==> src/design/tun_pkg.sv <==
// ----------------------------------------------------------------------------
// tun_pkg
// Shared types and constants for the triangle unit normal pipeline.
// ----------------------------------------------------------------------------
package tun_pkg;

    localparam int COORD_W        = 16;  // port width of one coordinate
    localparam int OUT_W          = 16;  // port width of one normal component
    localparam int COORD_BITS_DEF = 16;
    localparam int NORM_FRAC_DEF  = 14;

    typedef struct packed {
        logic signed [COORD_W-1:0] ax;
        logic signed [COORD_W-1:0] ay;
        logic signed [COORD_W-1:0] az;
        logic signed [COORD_W-1:0] bx;
        logic signed [COORD_W-1:0] by;
        logic signed [COORD_W-1:0] bz;
        logic signed [COORD_W-1:0] cx;
        logic signed [COORD_W-1:0] cy;
        logic signed [COORD_W-1:0] cz;
    } t_tri_in;

    typedef struct packed {
        logic signed [OUT_W-1:0] norm_x;
        logic signed [OUT_W-1:0] norm_y;
        logic signed [OUT_W-1:0] norm_z;
        logic                    degenerate;
    } t_norm_out;

    // per-item control that rides along the root stages
    typedef struct packed {
        logic       valid;
        logic       degen;
        logic [2:0] neg;
    } t_side;

endpackage

==> src/design/tun_root_step.sv <==
// ----------------------------------------------------------------------------
// tun_root_step
// One result bit of round(m * 2^F / sqrt(s)) for all three components.
// Keeps R = 4 m^2 2^2F - (2q-1)^2 s and W = (2q-1) s up to date by shifts
// and adds only.
// ----------------------------------------------------------------------------
module tun_root_step #(
    parameter int S   = 70,
    parameter int F   = 14,
    parameter int BIT = 14
) (
    input  logic                  i_clk,
    input  logic                  i_rst_n,
    input  logic                  i_en,
    input  logic [S-1:0]          i_s,
    input  logic [2:0][S+2*F+4:0] i_r,
    input  logic [2:0][S+F+2:0]   i_w,
    input  logic [2:0][F:0]       i_q,
    input  tun_pkg::t_side        i_side,
    output logic [S-1:0]          o_s,
    output logic [2:0][S+2*F+4:0] o_r,
    output logic [2:0][S+F+2:0]   o_w,
    output logic [2:0][F:0]       o_q,
    output tun_pkg::t_side        o_side
);
    import tun_pkg::*;

    localparam int RW = S + 2 * F + 5;
    localparam int WW = S + F + 3;

    logic [RW-1:0]      c_sq_term;
    logic [WW-1:0]      c_w_inc;
    logic [2:0][RW-1:0] c_trial;
    logic [2:0]         c_take;

    logic [S-1:0]         r_s;
    logic [2:0][RW-1:0]   r_r;
    logic [2:0][WW-1:0]   r_w;
    logic [2:0][F:0]      r_q;
    logic                 r_valid;
    logic                 r_degen;
    logic [2:0]           r_neg;

    assign c_sq_term = RW'(i_s) << (2 * BIT + 2);
    assign c_w_inc   = WW'(i_s) << (BIT + 1);

    always_comb begin
        for (int k = 0; k < 3; k++) begin
            c_trial[k] = i_r[k] - (RW'($signed(i_w[k])) << (BIT + 2)) - c_sq_term;
            c_take[k]  = !c_trial[k][RW-1];
        end
    end

    always_ff @(posedge i_clk) begin
        if (!i_rst_n) begin
            r_valid <= 1'b0;
        end else if (i_en) begin
            r_valid <= i_side.valid;
        end
    end

    always_ff @(posedge i_clk) begin
        if (i_en) begin
            r_s     <= i_s;
            r_degen <= i_side.degen;
            r_neg   <= i_side.neg;
            for (int k = 0; k < 3; k++) begin
                r_r[k] <= c_take[k] ? c_trial[k] : i_r[k];
                r_w[k] <= c_take[k] ? i_w[k] + c_w_inc : i_w[k];
                r_q[k] <= i_q[k] | ((F+1)'(c_take[k]) << BIT);
            end
        end
    end

    assign o_s          = r_s;
    assign o_r          = r_r;
    assign o_w          = r_w;
    assign o_q          = r_q;
    assign o_side.valid = r_valid;
    assign o_side.degen = r_degen;
    assign o_side.neg   = r_neg;

endmodule

==> config.mk <==
export PLATFORM = sky130hd
export DESIGN_NAME = tun_root_step
export DESIGN_NICKNAME = d
export VERILOG_FILES = /design/src/design/tun_pkg.sv /design/src/design/tun_root_step.sv
export SDC_FILE = /design/constraint.sdc
export NUM_CORES = 2
export LEC_CHECK = 0
export ABC_AREA = 1
export BUFFER_PORTS_ARGS = -buffer_cell sky130_fd_sc_hd__buf_2
export CAP_MARGIN = 5
export CORE_AREA = 3 3 537 539
export DETAILED_ROUTE_END_ITERATION = 6
export DIE_AREA = 0 0 540 542
export SYNTH_ARGS = -nofsm -noshare
export SYNTH_HDL_FRONTEND = slang
export SYNTH_SLANG_ARGS = --single-unit
==> constraint.sdc <==
create_clock -name i_clk -period 10.2 [get_ports i_clk]
set_clock_uncertainty 0.15 [all_clocks]
set_input_delay 3.06 -clock i_clk [delete_from_list [all_inputs] [get_ports i_clk]]
set_output_delay 3.06 -clock i_clk [all_outputs]
set_load 0.01 [all_outputs]
==> flow_results.xml <==
<?xml version="1.0" encoding="UTF-8"?>
<metrics>
  <group name="outcome">
    <metric name="outcome" unit="">finished with violations</metric>
    <metric name="failed_checks" unit="">design-rule violations</metric>
  </group>
  <group name="cells_and_area">
    <metric name="area_growth" unit="%">18.44</metric>
    <metric name="seqCellArea" unit="um2">20710</metric>
    <metric name="share_of_final_layout_standard_cells_stronger_than_drive_strength_1" unit="%">11.68</metric>
    <metric name="final_cell_count_no_fill" unit="">18030</metric>
    <metric name="fillers" unit="">32734</metric>
    <metric name="area_occupied_by_multi_input_gates" unit="um2">46590</metric>
    <metric name="final_nets" unit="">15571</metric>
  </group>
  <group name="timing">
    <metric name="setup_violations" unit="">0</metric>
    <metric name="period_share" unit="%">76.40</metric>
    <metric name="hold_violations_final" unit="">0</metric>
    <metric name="postLayoutSetupSlackWorst" unit="ns">2.408</metric>
    <metric name="timing.max_slew.rel_slack" unit="%">12.81</metric>
    <metric name="final_max_slew_viol_count" unit="">0</metric>
    <metric name="period_minus_slack" unit="ns">7.792</metric>
    <metric name="max_slew.worst_pin.slew" unit="ns">1.306</metric>
    <metric name="rsz0062_at_grt" unit="">false</metric>
    <metric name="setup_total_negative_slack" unit="ns">0</metric>
    <metric name="timing.fmax" unit="MHz">128.3</metric>
  </group>
  <group name="critical_path">
    <metric name="worst_r2r_endpoint" unit="">r_valid</metric>
    <metric name="path_delay_family" unit="">buffers and inverters</metric>
    <metric name="critPathArrivalTime" unit="ns">8.33</metric>
    <metric name="critical_path.cell_chain" unit="">buf_2 &gt; inv_1 &gt; fa_1 &gt; ha_1 &gt; nand2_1 &gt; inv_1 &gt; a21oi_1 &gt; nand2_1 &gt; nand2_1 &gt; nand2_1 &gt; a21oi_1 &gt; nand3_2 &gt; nand2_4 &gt; buf_4 &gt; nand3_1 &gt; nand2_1</metric>
    <metric name="ff2ff_path_depth" unit="">2</metric>
    <metric name="cpPeakStageDelay" unit="ns">0.84</metric>
    <metric name="path_buf_inv" unit="">4</metric>
    <metric name="critical_path_fanout_max" unit="">87</metric>
    <metric name="r2r_setup_slack" unit="ns">9.38</metric>
    <metric name="r2r-start" unit="">r_valid</metric>
    <metric name="cp_slowest_cell" unit="">buf_4</metric>
    <metric name="timing.setup.critical_path_class" unit="">primary input to flop</metric>
    <metric name="worst_path_most_repeated_cell" unit="">nand2_1</metric>
    <metric name="endpoint_type_of_the_worst_setup_path" unit="">flop</metric>
    <metric name="timing.critical_path.required" unit="ns">10.74</metric>
    <metric name="timing.critical_path.from_type" unit="">primary input</metric>
  </group>
  <group name="synth">
    <metric name="postSynth.asyncResetShare" unit="%">0</metric>
    <metric name="syn_area_per_cell" unit="um2">6.128</metric>
    <metric name="synth_enable_flop_cells" unit="">689</metric>
    <metric name="mappedNetlistArea" unit="um2">78460</metric>
    <metric name="yosys_register_bits" unit="">690</metric>
    <metric name="synth-seq-area-share" unit="%">26.40</metric>
    <metric name="synthCells" unit="">12804</metric>
    <metric name="mappedNetlistNets" unit="">14229</metric>
    <metric name="synthDistinctLibCells" unit="">39</metric>
    <metric name="ys_dominant_reg_cell" unit="">edfxtp_1</metric>
    <metric name="synth-warning-count" unit="">0</metric>
  </group>
  <group name="clock_network">
    <metric name="clk-insertion-delay-late" unit="ns">0.85</metric>
    <metric name="clock-sinks" unit="">690</metric>
    <metric name="cts_max_path_buffers" unit="">4</metric>
    <metric name="cts.root.buffer_cell" unit="">clkbuf_16</metric>
    <metric name="clock_tree_from_tritoncts" unit="">built</metric>
    <metric name="cts.hold.buffers_added" unit="">0</metric>
    <metric name="cts-buffers-inserted" unit="">97</metric>
    <metric name="ctsResizeCount" unit="">0</metric>
    <metric name="cts_setup_buffers" unit="">0</metric>
    <metric name="ctsHtreeMaxLevel" unit="">3</metric>
    <metric name="cts.reportedPaths.clkPinSlew" unit="ns">0.06</metric>
  </group>
  <group name="global_route">
    <metric name="largest_net_degree_at_the_start_of_global_routing" unit="">142</metric>
    <metric name="first_global_vias" unit="">85014</metric>
    <metric name="gr-usage-all-layers" unit="%">37.01</metric>
    <metric name="globalRoute.totalOverflow" unit="">0</metric>
    <metric name="grt_first_pass_wirelength" unit="um">740400</metric>
    <metric name="number_of_antenna_violations_at_the_first_check_in_global_routing" unit="">163</metric>
  </group>
  <group name="placement">
    <metric name="dpl.hpwl" unit="um">491400</metric>
    <metric name="dp_slack" unit="ns">1.743</metric>
    <metric name="placed_cells_incl_taps" unit="">17809</metric>
    <metric name="gpl.final_weighted_congestion" unit="">1.068</metric>
    <metric name="number_of_buffers_added_on_ports" unit="">1382</metric>
  </group>
  <group name="floorplanning">
    <metric name="floorplan.die_area" unit="um2">292700</metric>
    <metric name="floorplan.rows" unit="">196</metric>
    <metric name="initial_utilization" unit="%">27.58</metric>
    <metric name="placeableCoreArea" unit="um2">284500</metric>
    <metric name="die_width" unit="um">540</metric>
    <metric name="io_pins" unit="">1383</metric>
    <metric name="die_span_in_y" unit="um">542</metric>
  </group>
  <group name="worst_hold_path">
    <metric name="whs_path_depth" unit="">2</metric>
    <metric name="min_to" unit="">r_valid</metric>
    <metric name="startpoint_of_the_worst_hold_path" unit="">r_valid</metric>
    <metric name="min_path_type" unit="">flop to flop</metric>
  </group>
  <group name="pwr">
    <metric name="worst_ir_drop_vdd" unit="mV">0.1273</metric>
    <metric name="total_leakage_power" unit="nW">53.12</metric>
    <metric name="powerDensity" unit="nW/um2">173.9</metric>
  </group>
  <group name="drt">
    <metric name="first_iter_violations" unit="">10432</metric>
    <metric name="remaining_number_of_nets_flagged_by_the_antenna_check_after_routing" unit="">0</metric>
    <metric name="detail_route.wl_per_cell" unit="um">31.32</metric>
    <metric name="drc" unit="">12</metric>
    <metric name="routed_wl" unit="um">564700</metric>
    <metric name="via_count" unit="">90981</metric>
    <metric name="detail_route.first_pass.iterations" unit="">7</metric>
    <metric name="drt-vias-per-instance" unit="">5.046</metric>
  </group>
  <group name="job">
    <metric name="drv.max_cap_violation_count" unit="">0</metric>
  </group>
</metrics>
state kept, by name, indices dropped and copies added, names as in the netlist:
name and count:
r_valid 1, r_neg 3, r_degen 1, o_w 261, o_r 309, o_q 45
o_s 70
Yosys cell counts (3+ instances only):
cell      instances  share of area [%]
buf_4            22               0.21
nand2b_1          6              0.048
or2_2             6              0.048
nand3_1         956                6.1
and2_1           14               0.11
nand2_2          15               0.12
clkbuf_1         48               0.23
a21oi_2           3              0.033
buf_2           109               0.70
nor4_1           18               0.14
edfxtp_1        689                 26
nand3b_1          9              0.086
o211ai_1          3              0.029
o21bai_1         74               0.71
xnor2_1          11               0.12
nand4_1          58               0.46
nor3_2            3              0.038
xor2_1          211                2.4
ha_1            519                8.3
nand2_1        5382                 26
buf_6            11               0.16
o21ai_0         103               0.66
o21a_1            4              0.038
fa_1            213                5.4
nor3_1           98               0.63
nand3_2           3              0.038
inv_1          2704                 13
a21o_1           12               0.11
nor2_1         1008                4.8
inv_2            12              0.057
a21oi_1         444                2.8
nor2_2           26               0.21
worst register-to-register path: stages (launching register included):
cell and delay [ns]:
dfxtp_1 0.31, o21ai_0 0.16, a21oi_1 0.06
per-stage QoR:
step	power [mW]	utilization (%)	hold slack [ns]	cell area (um2)
after CTS	16.03	32.62	0.4075	92800
final	16.16	32.66	0.4051	92920
after floorplan	8.551	-	0.3521	78460
after global routing	16.93	32.65	0.4601	92870
after global placement	12.51	31.52	0.3817	89670
after detailed placement	12.45	31.53	0.3885	89700
worst max path at each step:
stage | from | end | slack [ns] | cells after the start
2_1_floorplan | i_s[50] | o_w[103] | 4.41 | 17
3_3_place_gp | i_s[69] | o_w[73] | 1.62 | 14
3_5_place_dp | i_s[61] | o_w[49] | 1.74 | 16
4_1_cts | i_s[63] | o_w[41] | 2.63 | 16
5_1_grt | i_s[61] | o_r[85] | 2.27 | 16
6_report | i_s[61] | o_w[41] | 2.41 | 16
cells by family (layout without fill, tap and decap cells):
family	count (synthesis)	in the layout	share of synthesized area, %
AO/OA/AOI/OAI	643	643	4.413
XOR/XNOR	222	222	2.478
adder cells (fa/ha/maj)	732	732	13.71
buffers and inverters	2909	4323	14.30
flip-flops	690	690	26.40
other	0	50	0
AND/OR/NAND/NOR	7608	7608	38.70
cell type report:
cell class	count	area share, %
Antenna cell	50	0.1346
Clock buffer	111	2.669
Clock inverter	60	0.6692
Inverter	2718	10.98
Multi-Input combinational cell	9205	50.14
Sequential cell	690	22.29
Tap cell	3762	5.066
Timing Repair Buffer	1434	8.057
cell usage in the layout, fill, tap and decap left out, types with 211 or more instances in the layout:
cell and n:
a21oi_1 444, buf_2 1381, edfxtp_1 689, fa_1 213, ha_1 519, inv_1 2704
nand2_1 5379, nand3_1 956, nor2_1 1008, xor2_1 211
where the power goes:
group	total, mW	internal (mW)	switching [mW]
combinational	8.47	2.26	6.21
sequential	4.17	3.85	0.326
clock	3.51	1.98	1.53
metal layers:
layer,track usage [%],up-vias,wire (um)
met5,0,-,253
met4,18.94,38,34620
met3,7.570,946,50100
met2,57.14,4743,242900
met1,48.75,43565,236800
li1,-,41689,-
Power figures use the tool's default switching activity.
